**config.mk**
```make
export PLATFORM = sky130hd
export DESIGN_NAME = chroma_key_alpha_matte
export DESIGN_NICKNAME = d
export VERILOG_FILES = /design/src/sv/ck_pkg.sv /design/src/sv/chroma_key_alpha_matte.sv /design/src/sv/ck_front.sv /design/src/sv/ck_queue.sv /design/src/sv/ck_back.sv
export SDC_FILE = /design/constraint.sdc
export NUM_CORES = 1
export LEC_CHECK = 0
export BUFFER_PORTS_ARGS = -buffer_cell sky130_fd_sc_hd__buf_2
export CORE_MARGIN = 5
export CORE_UTILIZATION = 45
export CTS_CLUSTER_SIZE = 24
export DETAILED_ROUTE_END_ITERATION = 8
export PLACE_DENSITY_LB_ADDON = 0.15
export REMOVE_ABC_BUFFERS = 1
export SLEW_MARGIN = 20
export SYNTH_ARGS = -nofsm -noshare
export SYNTH_HDL_FRONTEND = slang
export SYNTH_HIERARCHICAL = 1
export SYNTH_SLANG_ARGS = --single-unit
```
**constraint.sdc**
```tcl
create_clock -name clk -period 4.35 [get_ports clk]
set_clock_uncertainty 0.15 [all_clocks]
set_input_delay 0.6525 -clock clk [delete_from_list [all_inputs] [get_ports clk]]
set_output_delay 0.6525 -clock clk [all_outputs]
set_load 0.02 [all_outputs]
```
**src/sv/ck_pkg.sv**
```systemverilog
// shared types and constants for the chroma keyer
// used by ck_front, ck_queue, ck_back and chroma_key_alpha_matte
package ck_pkg;

    localparam logic [7:0] PIX_MAX = 8'd255;

    // request kinds carried in tuser[1:0]
    localparam logic [1:0] REQ_LEARN   = 2'd0;
    localparam logic [1:0] REQ_MEASURE = 2'd1;
    localparam logic [1:0] REQ_OUTPUT  = 2'd2;

    // configuration register indexes
    localparam logic CFG_BG_THRESHOLD = 1'b0;
    localparam logic CFG_FG_THRESHOLD = 1'b1;

    // one output pixel handed from the front to the back
    typedef struct packed {
        logic [7:0]  key;
        logic [15:0] num;    // 255 * spill difference
        logic [7:0]  range;  // spill_max - spill_min, zero when empty
        logic        fg;
    } job_t;

    typedef enum logic [1:0] {
        BK_IDLE,
        BK_DIV,
        BK_DONE
    } bk_state_t;

endpackage

```
**src/sv/chroma_key_alpha_matte.sv**
```systemverilog
// top level of the chroma keyer: config registers, front, job queue, back
// depends on ck_pkg, ck_front, ck_queue, ck_back
//
//   channel   dir   tdata / data                        tuser / index
//   s_*       in    chan_a, chan_b, chan_key (24 bit)   req_type, restart
//   m_*       out   key_out, alpha_out (16 bit)         is_foreground
//   cfg_*     in    threshold value (8 bit)             0 bg, 1 fg threshold
//
// learn and measure words are taken one per cycle while the queue has room.
// an output word goes straight to the result in the back when background or the spill
// range is zero; otherwise it first passes through the 16-step serial divider.
// the job queue lets the front run ahead of the divider by QUEUE_DEPTH words.
// reset sets empty bounds and empty spill stats at once, no clearing pass.
// a held result stalls the back only; the front keeps going until the queue fills.
module chroma_key_alpha_matte #(
    parameter int QUEUE_DEPTH = 2
) (
    input  logic        clk,
    input  logic        rst_n,
    input  logic        s_tvalid,
    output logic        s_tready,
    input  logic [23:0] s_tdata,    // chan_a, chan_b, chan_key
    input  logic [2:0]  s_tuser,    // req_type, restart
    output logic        m_tvalid,
    input  logic        m_tready,
    output logic [15:0] m_tdata,    // key_out, alpha_out
    output logic [0:0]  m_tuser,    // is_foreground
    input  logic        cfg_we,
    input  logic        cfg_index,
    input  logic [7:0]  cfg_data
);

    logic [7:0]   bg_thr_reg, bg_thr_next;
    logic [7:0]   fg_thr_reg, fg_thr_next;

    logic         accept;
    logic         job_push;
    ck_pkg::job_t job_in;
    ck_pkg::job_t job_head;
    logic         job_valid;
    logic         job_pop;
    logic         q_full;
    logic [7:0]   key_out;
    logic [7:0]   alpha_out;
    logic         is_fg;

    always_comb
    begin
        bg_thr_next = bg_thr_reg;
        fg_thr_next = fg_thr_reg;
        if (cfg_we)
        begin
            unique case (cfg_index)
                ck_pkg::CFG_BG_THRESHOLD: bg_thr_next = cfg_data;
                ck_pkg::CFG_FG_THRESHOLD: fg_thr_next = cfg_data;
                default:                  bg_thr_next = bg_thr_reg;
            endcase
        end
    end

    always_ff @(posedge clk or negedge rst_n)
    begin
        if (!rst_n)
        begin
            bg_thr_reg <= 8'd0;
            fg_thr_reg <= ck_pkg::PIX_MAX;
        end
        else
        begin
            bg_thr_reg <= bg_thr_next;
            fg_thr_reg <= fg_thr_next;
        end
    end

    assign s_tready = !q_full;
    assign accept   = s_tvalid && s_tready;

    ck_front u_front (
        .clk      (clk),
        .rst_n    (rst_n),
        .accept   (accept),
        .req_type (s_tuser[1:0]),
        .restart  (s_tuser[2]),
        .chan_a   (s_tdata[7:0]),
        .chan_b   (s_tdata[15:8]),
        .chan_key (s_tdata[23:16]),
        .job_push (job_push),
        .job      (job_in)
    );

    ck_queue #(
        .DEPTH (QUEUE_DEPTH)
    ) u_queue (
        .clk       (clk),
        .rst_n     (rst_n),
        .push      (job_push),
        .push_data (job_in),
        .pop       (job_pop),
        .head      (job_head),
        .not_empty (job_valid),
        .full      (q_full)
    );

    ck_back u_back (
        .clk           (clk),
        .rst_n         (rst_n),
        .job           (job_head),
        .job_valid     (job_valid),
        .job_pop       (job_pop),
        .bg_threshold  (bg_thr_reg),
        .fg_threshold  (fg_thr_reg),
        .out_valid     (m_tvalid),
        .out_ready     (m_tready),
        .key_out       (key_out),
        .alpha_out     (alpha_out),
        .is_foreground (is_fg)
    );

    assign m_tdata = {alpha_out, key_out};
    assign m_tuser = is_fg;

endmodule

```
**src/sv/ck_front.sv**
```systemverilog
// front end: classifies pixels, keeps background bounds and spill stats
// depends on ck_pkg
module ck_front (
    input  logic              clk,
    input  logic              rst_n,
    input  logic              accept,
    input  logic [1:0]        req_type,
    input  logic              restart,
    input  logic [7:0]        chan_a,
    input  logic [7:0]        chan_b,
    input  logic [7:0]        chan_key,
    output logic              job_push,
    output ck_pkg::job_t      job
);

    logic [7:0] bg_low_reg  [3];
    logic [7:0] bg_high_reg [3];
    logic [7:0] bg_low_next [3];
    logic [7:0] bg_high_next[3];
    logic [7:0] spill_max_reg, spill_max_next;
    logic [7:0] spill_min_reg, spill_min_next;

    logic [7:0] px [3];
    logic [7:0] ab_max;
    logic [7:0] key;
    logic [7:0] diff;
    logic       fg;
    logic [7:0] low_base;
    logic [7:0] high_base;
    logic [7:0] smax_base;
    logic [7:0] smin_base;

    assign px[0] = chan_a;
    assign px[1] = chan_b;
    assign px[2] = chan_key;

    assign ab_max = (chan_a > chan_b) ? chan_a : chan_b;
    assign key    = (ab_max < chan_key) ? ab_max : chan_key;
    assign diff   = chan_key - key;

    always_comb
    begin
        fg = 1'b0;
        for (int c = 0; c < 3; c++)
        begin
            if (px[c] < bg_low_reg[c] || px[c] > bg_high_reg[c])
                fg = 1'b1;
        end
    end

    always_comb
    begin
        low_base  = 8'd0;
        high_base = 8'd0;
        for (int c = 0; c < 3; c++)
        begin
            bg_low_next[c]  = bg_low_reg[c];
            bg_high_next[c] = bg_high_reg[c];
            if (accept && req_type == ck_pkg::REQ_LEARN)
            begin
                low_base  = restart ? ck_pkg::PIX_MAX : bg_low_reg[c];
                high_base = restart ? 8'd0 : bg_high_reg[c];
                bg_low_next[c]  = (px[c] < low_base) ? px[c] : low_base;
                bg_high_next[c] = (px[c] > high_base) ? px[c] : high_base;
            end
        end
    end

    // restart clears the stats even when the pixel is background
    always_comb
    begin
        smax_base      = restart ? 8'd0 : spill_max_reg;
        smin_base      = restart ? ck_pkg::PIX_MAX : spill_min_reg;
        spill_max_next = spill_max_reg;
        spill_min_next = spill_min_reg;
        if (accept && req_type == ck_pkg::REQ_MEASURE)
        begin
            spill_max_next = smax_base;
            spill_min_next = smin_base;
            if (fg)
            begin
                spill_max_next = (diff > smax_base) ? diff : smax_base;
                spill_min_next = (diff < smin_base) ? diff : smin_base;
            end
        end
    end

    always_ff @(posedge clk or negedge rst_n)
    begin
        if (!rst_n)
        begin
            for (int c = 0; c < 3; c++)
            begin
                bg_low_reg[c]  <= ck_pkg::PIX_MAX;
                bg_high_reg[c] <= 8'd0;
            end
            spill_max_reg <= 8'd0;
            spill_min_reg <= ck_pkg::PIX_MAX;
        end
        else
        begin
            for (int c = 0; c < 3; c++)
            begin
                bg_low_reg[c]  <= bg_low_next[c];
                bg_high_reg[c] <= bg_high_next[c];
            end
            spill_max_reg <= spill_max_next;
            spill_min_reg <= spill_min_next;
        end
    end

    assign job_push  = accept && req_type == ck_pkg::REQ_OUTPUT;
    assign job.key   = key;
    assign job.num   = {diff, 8'd0} - {8'd0, diff};
    assign job.range = (spill_max_reg >= spill_min_reg) ? (spill_max_reg - spill_min_reg)
                                                        : 8'd0;
    assign job.fg    = fg;

endmodule

```
**src/sv/ck_queue.sv**
```systemverilog
// small fifo of output jobs between front and back
// depends on ck_pkg
module ck_queue #(
    parameter int DEPTH = 2
) (
    input  logic         clk,
    input  logic         rst_n,
    input  logic         push,
    input  ck_pkg::job_t push_data,
    input  logic         pop,
    output ck_pkg::job_t head,
    output logic         not_empty,
    output logic         full
);

    localparam int PTR_W = (DEPTH > 1) ? $clog2(DEPTH) : 1;
    localparam int CNT_W = $clog2(DEPTH + 1);

    ck_pkg::job_t mem [DEPTH];

    logic [PTR_W-1:0] wr_ptr_reg, wr_ptr_next;
    logic [PTR_W-1:0] rd_ptr_reg, rd_ptr_next;
    logic [CNT_W-1:0] count_reg, count_next;

    assign not_empty = count_reg != CNT_W'(0);
    assign full      = count_reg == CNT_W'(DEPTH);
    assign head      = mem[rd_ptr_reg];

    always_comb
    begin
        wr_ptr_next = wr_ptr_reg;
        rd_ptr_next = rd_ptr_reg;
        count_next  = count_reg;
        if (push)
            wr_ptr_next = (wr_ptr_reg == PTR_W'(DEPTH - 1)) ? PTR_W'(0)
                                                            : wr_ptr_reg + PTR_W'(1);
        if (pop)
            rd_ptr_next = (rd_ptr_reg == PTR_W'(DEPTH - 1)) ? PTR_W'(0)
                                                            : rd_ptr_reg + PTR_W'(1);
        if (push && !pop)
            count_next = count_reg + CNT_W'(1);
        else if (pop && !push)
            count_next = count_reg - CNT_W'(1);
    end

    always_ff @(posedge clk or negedge rst_n)
    begin
        if (!rst_n)
        begin
            wr_ptr_reg <= '0;
            rd_ptr_reg <= '0;
            count_reg  <= '0;
        end
        else
        begin
            wr_ptr_reg <= wr_ptr_next;
            rd_ptr_reg <= rd_ptr_next;
            count_reg  <= count_next;
        end
    end

    always_ff @(posedge clk)
    begin
        if (push)
            mem[wr_ptr_reg] <= push_data;
    end

endmodule

```
**src/sv/ck_back.sv**
```systemverilog
// back end: serial alpha divider, thresholds and output register
// depends on ck_pkg
module ck_back (
    input  logic         clk,
    input  logic         rst_n,
    input  ck_pkg::job_t job,
    input  logic         job_valid,
    output logic         job_pop,
    input  logic [7:0]   bg_threshold,
    input  logic [7:0]   fg_threshold,
    output logic         out_valid,
    input  logic         out_ready,
    output logic [7:0]   key_out,
    output logic [7:0]   alpha_out,
    output logic         is_foreground
);

    localparam int QUO_W = 16;

    ck_pkg::bk_state_t state_reg, state_next;

    logic [7:0]       key_reg, key_next;
    logic             fg_reg, fg_next;
    logic [7:0]       alpha_reg, alpha_next;
    logic [7:0]       rem_reg, rem_next;
    logic [QUO_W-1:0] quo_reg, quo_next;
    logic [QUO_W-1:0] num_reg, num_next;
    logic [7:0]       div_reg, div_next;
    logic [3:0]       cnt_reg, cnt_next;

    logic [8:0]       rem_sh;
    logic             q_bit;
    logic [8:0]       rem_sub;
    logic [QUO_W-1:0] quo_step;

    function automatic logic [7:0] apply_thr(input logic [7:0] a,
                                             input logic [7:0] bg,
                                             input logic [7:0] fgt);
        logic [7:0] r;
        r = (a >= fgt) ? ck_pkg::PIX_MAX : a;
        if (r <= bg)
            r = 8'd0;
        return r;
    endfunction

    function automatic logic [7:0] quo_to_alpha(input logic [QUO_W-1:0] q);
        logic [7:0] r;
        // quotient above 255 means the alpha went negative
        if (q > QUO_W'(ck_pkg::PIX_MAX))
            r = 8'd0;
        else
            r = ck_pkg::PIX_MAX - q[7:0];
        return r;
    endfunction

    // one restoring step per cycle
    assign rem_sh   = {rem_reg, num_reg[QUO_W-1]};
    assign q_bit    = rem_sh >= {1'b0, div_reg};
    assign rem_sub  = rem_sh - {1'b0, div_reg};
    assign quo_step = {quo_reg[QUO_W-2:0], q_bit};

    always_comb
    begin
        state_next = state_reg;
        unique case (state_reg)
            ck_pkg::BK_IDLE:
            begin
                if (job_valid)
                begin
                    if (!job.fg || job.range == 8'd0)
                        state_next = ck_pkg::BK_DONE;
                    else
                        state_next = ck_pkg::BK_DIV;
                end
            end
            ck_pkg::BK_DIV:
            begin
                if (cnt_reg == 4'(QUO_W - 1))
                    state_next = ck_pkg::BK_DONE;
            end
            ck_pkg::BK_DONE:
            begin
                if (out_ready)
                    state_next = ck_pkg::BK_IDLE;
            end
            default:
                state_next = ck_pkg::BK_IDLE;
        endcase
    end

    always_comb
    begin
        job_pop   = 1'b0;
        out_valid = 1'b0;
        key_next  = key_reg;
        fg_next   = fg_reg;
        alpha_next = alpha_reg;
        rem_next  = rem_reg;
        quo_next  = quo_reg;
        num_next  = num_reg;
        div_next  = div_reg;
        cnt_next  = cnt_reg;
        unique case (state_reg)
            ck_pkg::BK_IDLE:
            begin
                job_pop = job_valid;
                if (job_valid)
                begin
                    key_next = job.key;
                    fg_next  = job.fg;
                    rem_next = 8'd0;
                    quo_next = '0;
                    num_next = job.num;
                    div_next = job.range;
                    cnt_next = 4'd0;
                    if (!job.fg)
                        alpha_next = 8'd0;
                    else
                        alpha_next = apply_thr(ck_pkg::PIX_MAX, bg_threshold, fg_threshold);
                end
            end
            ck_pkg::BK_DIV:
            begin
                rem_next = q_bit ? rem_sub[7:0] : rem_sh[7:0];
                quo_next = quo_step;
                num_next = {num_reg[QUO_W-2:0], 1'b0};
                cnt_next = cnt_reg + 4'd1;
                alpha_next = apply_thr(quo_to_alpha(quo_step), bg_threshold, fg_threshold);
            end
            ck_pkg::BK_DONE:
            begin
                out_valid = 1'b1;
            end
            default:
            begin
                out_valid = 1'b0;
            end
        endcase
    end

    always_ff @(posedge clk or negedge rst_n)
    begin
        if (!rst_n)
            state_reg <= ck_pkg::BK_IDLE;
        else
            state_reg <= state_next;
    end

    always_ff @(posedge clk)
    begin
        key_reg   <= key_next;
        fg_reg    <= fg_next;
        alpha_reg <= alpha_next;
        rem_reg   <= rem_next;
        quo_reg   <= quo_next;
        num_reg   <= num_next;
        div_reg   <= div_next;
        cnt_reg   <= cnt_next;
    end

    assign key_out       = key_reg;
    assign alpha_out     = alpha_reg;
    assign is_foreground = fg_reg;

endmodule

```
==> results of run 1 <==
[path summary, 6_finish.rpt]
| check | depth (start not counted) | end |
|---|---|---|
| worst max-delay path | 28 | u_front/spill_min_reg[2]$_DFFE_PN1P_ |
| worst min-delay path | 2 | bg_thr_reg[0]$_DFFE_PN0P_ |
| worst max register to register | 18 | u_back/alpha_out[5]$_DFFE_PP_ |
| worst min register to register | 1 | u_queue/count_reg[1]$_DFFE_PN0P_ |
| max in group asynchronous | 3 | u_front/spill_min_reg[6]$_DFFE_PN1P_ |
| min in group asynchronous | 2 | u_front/bg_high_reg[8]$_DFFE_PN0P_ |
[through the flow]
step	util	hold slack, ps	power (mW)	setup WS, ps
floorplan	-	206.9	7.084	-2425
global placement	0.5091	318.7	8.456	-2156
detailed placement	0.5091	326.4	8.583	-2327
CTS	0.5567	202.6	11.20	-1282
global route	0.5756	212.7	12.51	-1526
finish	0.5757	225.4	11.60	-1274
[cells by family (layout without fill, tap and decap cells)]
logic type               Yosys count  in the layout
buffers and inverters            152            388
multiplexers                      58             58
AND/OR/NAND/NOR                  362            362
XOR/XNOR                          27             27
adder cells (fa/ha/maj)          164            164
AO/OA/AOI/OAI                    295            295
other                              0              1
flip-flops                       220            220
[power by group through the flow]
stage                     Sequential, mW  Combinational (mW)  Clock [mW]
after floorplan                     3.69                3.39           0
after global placement              3.77                4.69           0
after detailed placement            3.78                4.81           0
after CTS                           3.74                5.12        2.33
after global routing                3.85                6.24        2.42
final                               3.76                5.57        2.27
[layout by cell type (no fill, tap or decap), types with 30 or more instances in the layout]
cell      instances
ha_1            132
a21oi_1          51
and2_1           30
nand2_1         108
o22a_1           32
nor2b_1          32
dfstp_2          40
inv_1           108
nor2_1           63
buf_2            49
o21ai_0          36
edfxtp_1        134
dfrtp_1          45
buf_4           136
mux2_4           40
[routing by layer]
layer  vias up  global-route usage  routed length, um
li1       5061                   -                  -
met2       134              0.3094              15170
met1      4843              0.2547              15120
met4         0             0.05188                697
met5         -                   0                  0
met3        49             0.02489               1239
[worst register-to-register path, cell delays in order (launching register included)]
cell and delay, ps:
edfxtp_1 430, ha_4 290, a21oi_4 170, o21ai_4 80
a211oi_4 290, nand3_2 120, ha_1 280, nand2b_1 140
a21o_1 170, a211o_1 320, a21oi_2 180, buf_6 140
nand2_1 50, ha_1 290, a21oi_1 140, o21ai_0 90
o221ai_1 220, buf_4 190, a22oi_1 100
[final cells by class]
type	instances	area, um^2
Antenna cell	1	2.502
Multi-Input combinational cell	906	7865
Fill cell	2600	12980
Inverter	121	464.2
Clock buffer	32	704.4
Tap cell	396	495.5
Timing Repair Buffer	218	1655
Sequential cell	220	6227
Clock inverter	17	195.2
[repair_timing]
action,4_1_cts,5_1_grt
cloned,0,0
hold buffers,1,0
gates resized for setup,99,90
pin swaps,60,61
endpoints found under the setup margin,46,54
endpoints found under the hold margin,18,0
setup buffers,16,14
==> out/results.txt, run 1 <==
Top post-synthesis cells by count - ha_1, edfxtp_1, inv_1
Grt ovf - 0
Number of nets in the layout - 1697
Detailed Route WL - 32230 um
Sw power - 4.182 mW
Root Buffer - clkbuf_16
Critical Path Source Type - input port
Core Box Area - 0.03059 mm^2
Seq cells post-synth - 220
First-pass GRT wire length - 52240 um
Die width - 186.2 um
XOR/XNOR Fraction of Synth Area - 0.01692
Max reg flops - 66
Dominant synthesized flop cell - edfxtp_1
Post-synthesis compound-gate area fraction - 0.1547
Most frequent CP cell - or2_4
Initial antenna violation count - 0
Worst endpoint data arrival time - 5930 ps
Post-DP HPWL - 23280 um
CP delay by family, top - compound AO/OA/AOI/OAI gates
Io pins - 60
Area contributors post-synth - edfxtp_1, ha_1, dfrtp_1
Flop-to-flop setup slack - 210 ps
Initial Util - 0.4569
Worst reg2reg startpoint - u_back/rem_reg[1]$_SDFFCE_PN0P_
Mux share of post-synthesis cell area - 0.05640
VDD IR max - 0.3505 mV
CTS H-Tree Depth - 1
CP bufs+invs - 5
Outcome - finished with violations
Min-Delay Startpoint - cfg_data[0]
Hold Path Class - input port to flip-flop
Synth-to-Final Area Change - 26.00%
Failing checks - negative setup slack
Area of the mapped netlist - 0.01398 mm^2
Die ar. - 0.03468 mm^2
Reg power frac - 0.324
Die height - 186.2 um
Setup Crit Path Kind - input port to flip-flop
Post-synthesis sequential area ratio - 0.4455
Clk slew on worst S/H paths - 60 ps
CP Max Fanout - 8
Yosys warns - 6
Pins Over Slew Limit - 0
DP Area - 0.01557 mm^2
Fmax - 177.8 MHz
Portion of total power attributed to the clock network - 0.196
RSZ-0062 raised after global routing - true
Switching share of total power - 0.3605
Final setup margin - -1274 ps
EDFF count, synth - 134
Per-cell routed wire length - 16.86 um
Initial DRC count - 387
Static leakage - 7.906 nW
CP max stage delay - 340 ps
Yosys top cell area share - 0.2879
Synthesized-area fraction occupied by adder cells - 0.1482
Critical path's slowest cell - or2_4
Period utilization - 1.293
Combinational group share of total power - 0.480
Cells after Synth - 1278
Cell area after layout - 0.01761 mm^2
Mean Syn Cell Area - 10.94 um^2
Worst slew pin tran - 1007 ps
Final hold viol count - 0
Share of cells above drive strength 1 - 0.3316
CTS tree - done
Post-route ant nets - 0
# rows - 64
Largest family of logic cells by synthesized area - compound AO/OA/AOI/OAI gates
Placed insts - 1832
Port Buf Inserts - 59
Final setup fails - 44
Max-slew headroom - 0.3271
Pwr Density - 658.6 mW/mm^2
Vias in the first global route - 10340
Worst EP required - 4650 ps
Setup crit start - s_tdata[15]
Clk_lat worst skew - 530 ps
Total CTS buffers - 27
Post-Synth Simple-Gate Area - 0.1315
Ys async rst share - 0.3909
Clock sinks - 220
Minimum clock period - 5624 ps
Setup TNS - -43030 ps
GRT Resource Usage Total - 0.1853
Post-Layout Cell Count - 1911
Vias - 10090
First drt pass iteration count - 4
CP endpoint kind - flip-flop
Cell variety after synth - 86
CTS max path bufs - 3
Largest net degree at the start of global routing - 39
Largest area contributor in the netlist - edfxtp_1
Top-count cell post-synth - ha_1
GP Congestion - 0.8595
MaxCap Viol Count - 0
Avg Vias per Cell - 5.278
DRC - 0
Internal power - 7.417 mW
Power figures use the tool's default switching activity.
==> run 2: changes to the inputs <==
--- a/config.mk
+++ b/config.mk
@@ -5,12 +5,12 @@
 export SDC_FILE = /design/constraint.sdc
 export NUM_CORES = 1
 export LEC_CHECK = 0
-export BUFFER_PORTS_ARGS = -buffer_cell sky130_fd_sc_hd__buf_2
 export CORE_MARGIN = 5
 export CORE_UTILIZATION = 45
 export CTS_CLUSTER_SIZE = 24
 export DETAILED_ROUTE_END_ITERATION = 8
-export PLACE_DENSITY_LB_ADDON = 0.15
+export DONT_BUFFER_PORTS = 1
+export PLACE_DENSITY = 0.63
 export REMOVE_ABC_BUFFERS = 1
 export SLEW_MARGIN = 20
 export SYNTH_ARGS = -nofsm -noshare
==> run 2 against run 1 <==
Against the previous run:
- the flow still finishes with violations (negative setup slack)
- design area down 4.8%
- first-iteration DRC count up 8.3%
- sequential share of layout area increased by 1.8 points
- via count is 2.1% lower
- hold slack worse by 120 ps
- sequential cell count unchanged
- clock-buffer cell count is 3 higher
- sequential power grew 1%
- global-route usage decreased by 0.69 points
- worst setup slack better by 26 ps
- non-clock buffer count is 102 lower
- highest routed layer unchanged
==> out/results.txt, run 2 (synthesis results as in run 1) <==
Outcome - finished with violations
Failing checks - negative setup slack
GRT Resource Usage Total - 0.1784 (-0.006882)
Max reg flops - 66 (unchanged)
FF-to-FF End - u_back/alpha_out[4]$_DFFE_PP_
Number of nets in the layout - 1594 (-6.1%)
Port Buf Inserts - 0 (-100%)
MaxCap Viol Count - 0 (unchanged)
Final hold viol count - 0 (unchanged)
Per-cell routed wire length - 17.37 um (+3.0%)
Vias in the first global route - 10180 (-1.5%)
Pwr Density - 659.2 mW/mm^2 (about the same)
Placed insts - 1744 (-4.8%)
Setup Crit Path Kind - input port to flip-flop
Most frequent CP cell - buf_6
CTS max path bufs - 3 (unchanged)
Die ar. - 0.03468 mm^2 (unchanged)
Hold Path Class - input port to flip-flop
Die height - 186.2 um (unchanged)
Clock sinks - 220 (unchanged)
VDD IR max - 0.3314 mV (-5.5%)
Initial DRC count - 419 (+8.3%)
Synth-to-Final Area Change - 19.96%
Fmax - 178.6 MHz (+0.47%)
Static leakage - 7.389 nW (-6.5%)
Pins Over Slew Limit - 0 (unchanged)
Setup crit start - s_tdata[12]
R2r worst-path depth - 18 (unchanged)
CP max stage delay - 320 ps (-20 ps)
Avg Vias per Cell - 5.466 (+3.6%)
Most frequent cells in the layout - edfxtp_1, ha_1, inv_1, nand2_1, buf_4
Final setup fails - 44 (unchanged)
Period utilization - 1.287 (-0.005995)
Root Buffer - clkbuf_16
CP Max Fanout - 8 (unchanged)
Worst reg2reg startpoint - u_back/rem_reg[1]$_SDFFCE_PN0P_
N_diodes - 0 (-1)
# rows - 64 (unchanged)
Clk_lat worst skew - 540 ps (about the same)
Final core occ - 0.5481 (-0.02757)
Clk slew on worst S/H paths - 60 ps (about the same)
Critical path's slowest cell - o41ai_2
Minimum clock period - 5598 ps (-26.08 ps)
DRC - 0 (unchanged)
Grt ovf - 0 (unchanged)
Post-DP HPWL - 22260 um (-4.4%)
CP bufs+invs - 6 (+1)
Post-route ant nets - 0 (unchanged)
Detailed Route WL - 31370 um (-2.7%)
CTS tree - done
CP endpoint kind - flip-flop
RSZ-0062 raised after global routing - true
CP delay by family, top - compound AO/OA/AOI/OAI gates
Die width - 186.2 um (unchanged)
Initial antenna violation count - 0 (unchanged)
First drt pass iteration count - 4 (unchanged)
Total CTS buffers - 26 (-3.7%)
Worst slew pin tran - 1025 ps (+18.16 ps)
First-pass GRT wire length - 50800 um (-2.8%)
Flop-to-flop setup slack - 160 ps (-50 ps)
CTS H-Tree Depth - 1 (unchanged)
Worst endpoint data arrival time - 5910 ps (-20 ps)
Initial Util - 0.4569 (unchanged)
Worst EP required - 4660 ps (about the same)
Max-slew headroom - 0.3149 (-0.01213)
Final setup margin - -1248 ps (+26.08 ps)
Vias - 9872 (-2.1%)
Core Box Area - 0.03059 mm^2 (unchanged)
Post-Layout Cell Count - 1806 (-5.5%)
GP Congestion - 0.8786 (+2.2%)
Hold path endpoint - u_front/bg_high_reg[13]$_DFFE_PN0P_
Min-Delay Startpoint - s_tdata[13]
Critical Path Source Type - input port
Io pins - 60 (unchanged)
Worst Hold Path Cells - 1 (-1)
Share of cells above drive strength 1 - 0.2730 (-0.05852)
Largest net degree at the start of global routing - 87 (+120%)
Most common cell after layout, fill and taps aside - edfxtp_1
-- run 2: cell count changes in the layout (fill, tap and decap cells not counted), moves of 4 or more --
cell	before	now
clkinvlp_4	6	1
buf_4	136	100
a21oi_2	17	23
buf_6	27	13
a21oi_1	51	46
buf_8	5	1
buf_2	49	0
bufinv_16	4	0
-- run 2: report_power, final --
| part | leakage [nW] | internal [mW] | switching, mW |
|---|---|---|---|
| Sequential | 2.30 | 3.29 | 0.523 |
| Clock | 0.383 | 1.15 | 0.844 |
| Combinational | 4.71 | 2.55 | 2.69 |
-- run 2: per-layer routing --
layer,track usage,vias to the layer above,routed length (um)
met4,0.05567,0,965
met3,0.03112,64,1281
li1,-,4849,-
met1,0.2275,4780,13900
met2,0.3102,179,15230
met5,0,-,0
-- run 2: area by class of cell --
cell class	count	area, um^2
Clock buffer	35	715.7
Fill cell	2605	13820
Sequential cell	220	6227
Clock inverter	12	71.32
Inverter	121	476.7
Tap cell	396	495.5
Multi-Input combinational cell	906	7830
Timing Repair Buffer	116	949.7
-- run 2: repair_timing --
item,CTS,global route
hold endpoints to repair,86,0
buffers inserted,7,7
hold buffers,2,0
setup endpoints to repair,54,54
pin swaps,59,41
gates resized for setup,89,66
-- run 2: per-stage QoR --
stage	worst slack (ps)	TNS [ps]	area, um^2	hold slack [ps]	total power [mW]
2_1_floorplan	-2425	-82510	13780	206.9	7.084
3_3_place_gp	-2013	-70440	15050	211.5	8.334
3_5_place_dp	-2184	-77210	15050	212.0	8.486
4_1_cts	-1122	-33090	16360	70.10	10.76
5_1_grt	-1512	-50100	16770	78.21	11.91
6_report	-1248	-40450	16770	109.1	11.05
-- run 2: worst max-delay path by stage --
stage,slack (ps),endpoint,cells after the start
floorplan,-2420,u_front/spill_min_reg[4]$_DFFE_PN1P_,29
detailed placement,-2180,u_front/spill_min_reg[1]$_DFFE_PN1P_,31
CTS,-1120,u_front/spill_max_reg[7]$_DFFE_PN0P_,30
finish,-1250,u_front/spill_min_reg[6]$_DFFE_PN1P_,27
global route,-1510,u_front/spill_min_reg[1]$_DFFE_PN1P_,30
global placement,-2010,u_front/spill_min_reg[7]$_DFFE_PN1P_,31
